===== src/design/assert_macros.svh =====
// Assertion macros shared by the convolver RTL.
`ifndef ASSERT_MACROS_SVH
`define ASSERT_MACROS_SVH

// The consequent must hold in the same cycle as the antecedent.
`define ASSERT_IMPLY(lbl, clk, rst_n, ante, cons) \
    lbl: assert property (@(posedge clk) disable iff (!rst_n) (ante) |-> (cons)) \
        else $error("same-cycle implication check failed");

// The consequent must hold in the cycle after the antecedent.
`define ASSERT_NEXT(lbl, clk, rst_n, ante, cons) \
    lbl: assert property (@(posedge clk) disable iff (!rst_n) (ante) |=> (cons)) \
        else $error("next-cycle implication check failed");

`endif


===== src/design/xfir_pkg.sv =====
// Shared types, widths and constants of the crossfading convolver.
package xfir_pkg;

    localparam int SAMPLE_BITS   = 24;
    localparam int MAX_TAPS_DEF  = 16384;
    localparam int TAP_IDX_W     = 14;
    localparam int IR_LEN_W      = 15;
    localparam int XLEN_W        = 20;
    localparam int XRECIP_W      = 25;
    localparam int GAIN_W        = 25;
    localparam int PROD_W        = XLEN_W + XRECIP_W;
    localparam int CFG_IDX_W     = 4;
    localparam int CFG_DATA_W    = 25;

    localparam logic [GAIN_W-1:0]   GAIN_ONE        = 25'h1000000;
    localparam logic [XLEN_W-1:0]   XLEN_RESET      = 20'd4800;
    localparam logic [XRECIP_W-1:0] XRECIP_RESET    = 25'd3495;

    // Register indexes of the configuration port.
    localparam logic [CFG_IDX_W-1:0] REG_XFADE_LEN   = 4'd0;
    localparam logic [CFG_IDX_W-1:0] REG_XFADE_RECIP = 4'd1;

    typedef logic signed [SAMPLE_BITS-1:0] sample_t;

    typedef enum logic [1:0] {
        CMD_AUDIO   = 2'd0,
        CMD_TAP     = 2'd1,
        CMD_PUBLISH = 2'd2,
        CMD_CLEAR   = 2'd3
    } cmd_t;

    // Tap bank identifiers; three banks rotate through live, next and pending.
    typedef logic [1:0] bank_id_t;
    localparam bank_id_t BANK_A = 2'd0;
    localparam bank_id_t BANK_B = 2'd1;
    localparam bank_id_t BANK_C = 2'd2;

    // Control of one multiply-accumulate lane.
    typedef struct packed {
        logic clr;
        logic en;
    } lane_ctl_t;

    // Control of the merging stage.
    typedef struct packed {
        logic              start;
        logic              fade;
        logic [PROD_W-1:0] prod;
    } mix_ctl_t;

endpackage


===== src/design/xfir_lane.sv =====
// One multiply-accumulate lane: tap times sample, summed over the tap walk.
module xfir_lane #(
    parameter int ACC_W = 62
) (
    input  logic                    clk,
    input  logic                    rst_n,
    input  xfir_pkg::lane_ctl_t     ctl,
    input  xfir_pkg::sample_t       tap,
    input  xfir_pkg::sample_t       smp,
    output logic signed [ACC_W-1:0] acc
);

    localparam int PW = 2 * xfir_pkg::SAMPLE_BITS;

    logic signed [PW-1:0]    prod_reg;
    logic                    prod_valid_reg;
    logic signed [ACC_W-1:0] acc_reg;

    // Product stage; its valid flag is control state.
    always_ff @(posedge clk or negedge rst_n)
    begin
        if (!rst_n)
        begin
            prod_valid_reg <= 1'b0;
        end
        else
        begin
            prod_valid_reg <= ctl.en;
        end
    end

    // Multiplier register and accumulator.
    always_ff @(posedge clk)
    begin
        prod_reg <= tap * smp;
        if (ctl.clr)
        begin
            acc_reg <= '0;
        end
        else if (prod_valid_reg)
        begin
            acc_reg <= acc_reg + ACC_W'(prod_reg);
        end
    end

    assign acc = acc_reg;

endmodule


===== config.mk =====
export PLATFORM = sky130hd
export DESIGN_NAME = xfir_lane
export DESIGN_NICKNAME = d
export VERILOG_FILES = /design/src/design/assert_macros.svh /design/src/design/xfir_pkg.sv /design/src/design/xfir_lane.sv
export SDC_FILE = /design/constraint.sdc
export NUM_CORES = 2
export LEC_CHECK = 0
export BUFFER_PORTS_ARGS = -buffer_cell sky130_fd_sc_hd__buf_2
export CORE_MARGIN = 3
export CORE_UTILIZATION = 60
export CTS_CLUSTER_DIAMETER = 150
export DETAILED_ROUTE_END_ITERATION = 6
export GPL_ROUTABILITY_DRIVEN = 0
export PLACE_DENSITY = 0.8
export REMOVE_ABC_BUFFERS = 1
export SLEW_MARGIN = 10
export SYNTH_ARGS = -nofsm -noshare
export SYNTH_HDL_FRONTEND = slang
export SYNTH_SLANG_ARGS = --single-unit

===== constraint.sdc =====
create_clock -name clk -period 5.48 [get_ports clk]
set_input_delay 1.096 -clock clk [delete_from_list [all_inputs] [get_ports clk]]
set_output_delay 1.096 -clock clk [all_outputs]
set_load 0.005 [all_outputs]

# --- Yosys cells after proc, flatten, opt, wreduce, memory -nomap -nowiden ---
# Index checks and enable logic that the tools add are counted.
totals:
  in_bits: 52
  wordCells: 5
  regBits: 111
  output_inout_bits: 62
op_classes:
  multipliers: 1
  n_addsub: 1
ops:
  columns: ["operator", "n"]
  rows:
  - ["$add A62 B48 Y62", 1]
  - ["$mul A24 B24 Y48", 1]

# --- Logic depth before layout (Yosys ltp) ---
depth:
  depth_word: 1
  mapped_depth: 29
  mapped_depth_nobuf: 28

# --- Worst setup path after synthesis ---
# Ideal clock, no wire load.
synth_path:
  kind: "input -> register"
  startpoint: "in tap[16]"
  endpoint: "reg prod_reg[46]"
  arrival_ns: 7.774
  setup_time_ns: 0.072
  slack_ns: -2.366
  n_path_buf: 1
  path_stages: 28
  required_time_ns: 5.408
  cell_sequence: "clkbuf_1 and2_1 fa_1 inv_1 fa_1 fa_1 inv_1 fa_1 inv_1 fa_1 inv_1 fa_1 inv_1 fa_1 inv_1 ha_1 and3_1 a221o_1 a21oi_1 o31ai_2 a31oi_1 o31ai_1 a31oi_1 o21ai_2 a31o_1 a31o_1 a21oi_1 xnor2_1"
synth_between:
  elab_chain_cells: 1
synth_rtl:
  columns: ["item", "line_no", "rtl"]
  rows:
  - ["start: declaration", "xfir_lane.sv:8", "input xfir_pkg::sample_t tap,"]
  - ["$mul A24 B24 Y48", "xfir_lane.sv:35", "prod_reg <= tap * smp;"]
  - ["end signal: assignment", "xfir_lane.sv:35", null]
  - ["end: declaration", "xfir_lane.sv:15", "logic signed [PW-1:0] prod_reg;"]
# No other way between the ends.
# A chain may end at the register's enable or synchronous reset.

# --- Final worst setup path ---
layout_path:
  startpoint: "in smp[7]"
  endpoint: "reg prod_reg[46]"
layout_between:
  elab_chain_cells: 1
layout_rtl:
  columns: ["item", "line_no", "rtl"]
  rows:
  - ["start: declaration", "xfir_lane.sv:9", "input xfir_pkg::sample_t smp,"]
  - ["$mul A24 B24 Y48", "xfir_lane.sv:35", null]
# No other way between the ends.

==> results.md <==
Yosys:
- The distinct cell type count of the synthesized netlist is 73.
- The most numerous cell in the Yosys netlist is sky130_fd_sc_hd__inv_1.
- Counting flops and latches in the post-synthesis netlist gives 111.
- Sorting the synthesized cells by how often they occur yields 635 x sky130_fd_sc_hd__inv_1, 608 x sky130_fd_sc_hd__fa_1, 324 x sky130_fd_sc_hd__nand2_1.
- The dominant register cell in the synthesized netlist is sky130_fd_sc_hd__dfxtp_1.
- The share of flip-flops with an asynchronous set or reset after synthesis is 0.901%.
- The top cell type by total area after synthesis is sky130_fd_sc_hd__fa_1.
- The number of enable flip-flop cells after synthesis is 0.
- The cell area that synthesis handed to floorplanning was 0.0275 mm2.
- The share of the yosys chip area belonging to registers is 8.11%.
- The proportion of netlist area held by the largest area contributor is 44.3%.
- The total number of yosys warnings is 0.
- The average footprint of a synthesized cell is 9.18 um2.
- The number of instances in the synthesized netlist is 2993.
- Ranked by total cell area, the synthesized netlist is headed by sky130_fd_sc_hd__fa_1 44%, sky130_fd_sc_hd__ha_1 8.9%, sky130_fd_sc_hd__inv_1 8.7%.

STA:
- The total negative slack for setup checks is -48.81 ns.
- The routed design could run at a clock period as short as 7.38 ns.
- The final setup skew is 0.00596 ns.
- The number of endpoints failing setup at the final stage is 37.
- The worst pin sits at a relative slew slack of 24.0%.
- Setup repair after global routing could not meet its margin everywhere.
- The number of max-slew violations in the final report came to 0.
- The slew at the pin closest to its max-slew limit is 1.14 ns.
- The number of hold violations in the final report was 0.
- Across all setup checks in the final design, the least slack found is -1.90 ns.
- Derived from the worst setup path, the maximum achievable clock frequency is 136 MHz.
- Of the available clock period, the critical path in the final layout requires 135%.

Die:
- The die covers 0.0484 mm2.
- The floorplan step set the die height to 220 um.
- After floorplanning, the core was divided into 77 placement rows.
- Once the floorplan was initialized, standard cells occupied 61.4% of the core.
- The core region is 0.0447 mm2.
- The count of pins on the block boundary is 114.
- In this run the horizontal extent of the chip is 220 um.

Critical path:
- For the worst flop-to-flop path, the logic depth is 15.
- The worst-path maximum fanout is 10.
- The launch instance of the worst register-to-register path is acc[0].
- Counting both buffers and inverters, the worst setup path holds a total of 7.
- In this run the critical register-to-register path is captured at acc[56].
- The kind of launch point of the worst setup path is an input port.
- For flop-to-flop paths, the worst setup slack is 1.32 ns.
- The sort of element at the end of the critical path is a flip-flop.
- For the worst setup path, the data required time is 5.77 ns.
- The most repeated library cell on the critical path is sky130_fd_sc_hd__fa_1.
- The critical path is of the input port to flip-flop type.
- The family of cells with the greatest summed delay on the critical path is adder cells.
- The cell with the biggest individual delay on the critical path is sky130_fd_sc_hd__fa_1.
- The data arrival at the endpoint of the critical path is 7.67 ns.
- In this design, the stage delay of the slowest critical-path cell is 0.57 ns.

Final layout:
- The core occupancy in the finished layout is 72.7%.
- The final-layout fill cell count is 2984.
- The final net count is 4171.
- The final instance area is 0.0325 mm2.
- The area added between synthesis and finish is 18.3%.
- The post-route netlist has 18.4% of its cells at a drive strength greater than 1.
- The number of flip-flops under the largest register name is 62.

Routing:
- Summed over all layers, the routed wires come to 78.1 mm.
- The number of routed nets with antenna violations is 0.
- In the routed design, unresolved DRC markers number 0.
- Before antenna repair, the detailed router went through 7 iterations.
- The DRC marker count from the first detailed-route iteration is 1606.
- The detailed-route via count is 22581.
- Dividing the detail-routed wire length by the instance count gives 19.9 um.
- Using the TritonRoute via totals, the vias-per-cell ratio works out to 5.76.

Global route:
- The sum of overflow across all layers after global routing is 0.
- In this run the most used layer during global routing was met2.
- The global-route wire length before repair is 123 mm.
- Entering global routing, the biggest net connects 79 pins.
- The global-route met3 utilization is 5.71%.
- The overall fraction of global-route tracks in use is 32.3%.
- The met1 track demand over resource is 39.2%.
- The number of global-route vias before repair is 24812.
- The initial antenna violation count is 1.
- In the global route stage, met2 resource usage came out at 56.9%.

Clock tree:
- In this run, CTS created clock tree buffers numbering 9.
- The number of buffers added to fix hold violations after cts is 0.
- The master cell of the clock root buffer is sky130_fd_sc_hd__clkbuf_16.
- The TritonCTS clock tree is built.
- The clock passes through at most 2 buffers.
- The depth of the CTS H-tree is 3.
- At the later pin of the worst-skew pair, clock insertion delay measures 0.36 ns.
- After clock tree synthesis, the clock-pin slew on the worst setup and hold paths is 0.07 ns.
- Counting every sink on the clock net gives 111.

Hold path:
- The worst hold-check path type is input port to async pin.

Placement:
- The HPWL after detailed placement is 62.1 mm.
- The area after detailed placement is 0.0305 mm2.
- The quantity of I/O buffers inserted on ports is 113.

Run status:
- The checks that failed: setup timing.
- The flow ran to the end, but the final reports show violations.

Run:
- Across the run, the number of max-cap violations was 0.
## cell type report
type | instances | area, um2 | area share [%]
Tap cell | 592 | 741 | 2.28
Timing Repair Buffer | 437 | 3710 | 11.4
Antenna cell | 4 | 10.0 | 0.0308
Inverter | 636 | 2390 | 7.36
Clock buffer | 10 | 239 | 0.736
Multi-Input combinational cell | 2121 | 23100 | 71.0
Sequential cell | 111 | 2230 | 6.87
Clock inverter | 6 | 93.8 | 0.289
## worst register-to-register path, delay by kind of cell (launching register included)
family	cells	cell delay [ns]
AO/OA/AOI/OAI	8	2.09
AND/OR/NAND/NOR	4	0.93
adder cells (fa/ha/maj)	2	0.63
flip-flops	1	0.36
buffers and inverters	1	0.07
## per-layer routing
layer  up-vias  wire (um)  part of all wire [%]
met1     11388      28700                    37
met3       319       6040                   7.7
li1       9745          -                     -
met4         0       4030                   5.2
met2      1129      39300                    50
met5         -          0                     0
## worst max path at each step
stage             from      endpoint  slack, ns  depth (start not counted)
3_5_place_dp    smp[1]  prod_reg[46]      -2.67                         25
4_1_cts        tap[17]  prod_reg[47]      -1.78                         26
5_1_grt         smp[8]  prod_reg[46]      -2.14                         30
2_1_floorplan   smp[0]  prod_reg[46]      -2.20                         27
3_3_place_gp    smp[0]  prod_reg[47]      -2.56                         28
6_report        smp[7]  prod_reg[46]      -1.90                         28
## what timing repair did
action	CTS	global route
buffers inserted	38	18
endpoints found under the setup margin	38	38
pin swaps	130	75
gates cloned	4	1
resized for setup	241	83
## cells in the final DEF (no fill, tap or decap), drive strengths merged, types with 51 or more instances in the layout
cell type / netlist / final
fa: 608 / 608
xnor2: 80 / 80
buf: 4 / 430
a21o: 68 / 68
a21oi: 100 / 100
and2: 282 / 282
inv: 635 / 635
o21ai: 51 / 51
dfxtp: 110 / 110
ha: 195 / 195
nand2: 324 / 324
mux2i: 51 / 51
nor2: 112 / 112
## cell families after synthesis
logic type | count (synthesis) | synth area share, %
muxes | 51 | 1.86
xor gates and xnor gates | 107 | 3.41
adders and majority gates | 803 | 53.2
buffers and inverters | 761 | 10.4
DFF | 111 | 8.11
and+or+nand+nor | 826 | 14.9
AOI/OAI and AO/OA | 334 | 8.14
## metrics by stage
stage	hold WS (ns)	worst slack [ns]	instances
floorplan	0.473	-2.20	2868
global placement	0.481	-2.56	3852
detailed placement	0.507	-2.67	3852
CTS	0.491	-1.78	3906
global route	0.489	-2.14	3914
finish	0.499	-1.90	3917
Power is left out: the tool's default activity adds up to more than one toggle a clock period on the data nets, which glitch-free logic cannot reach.
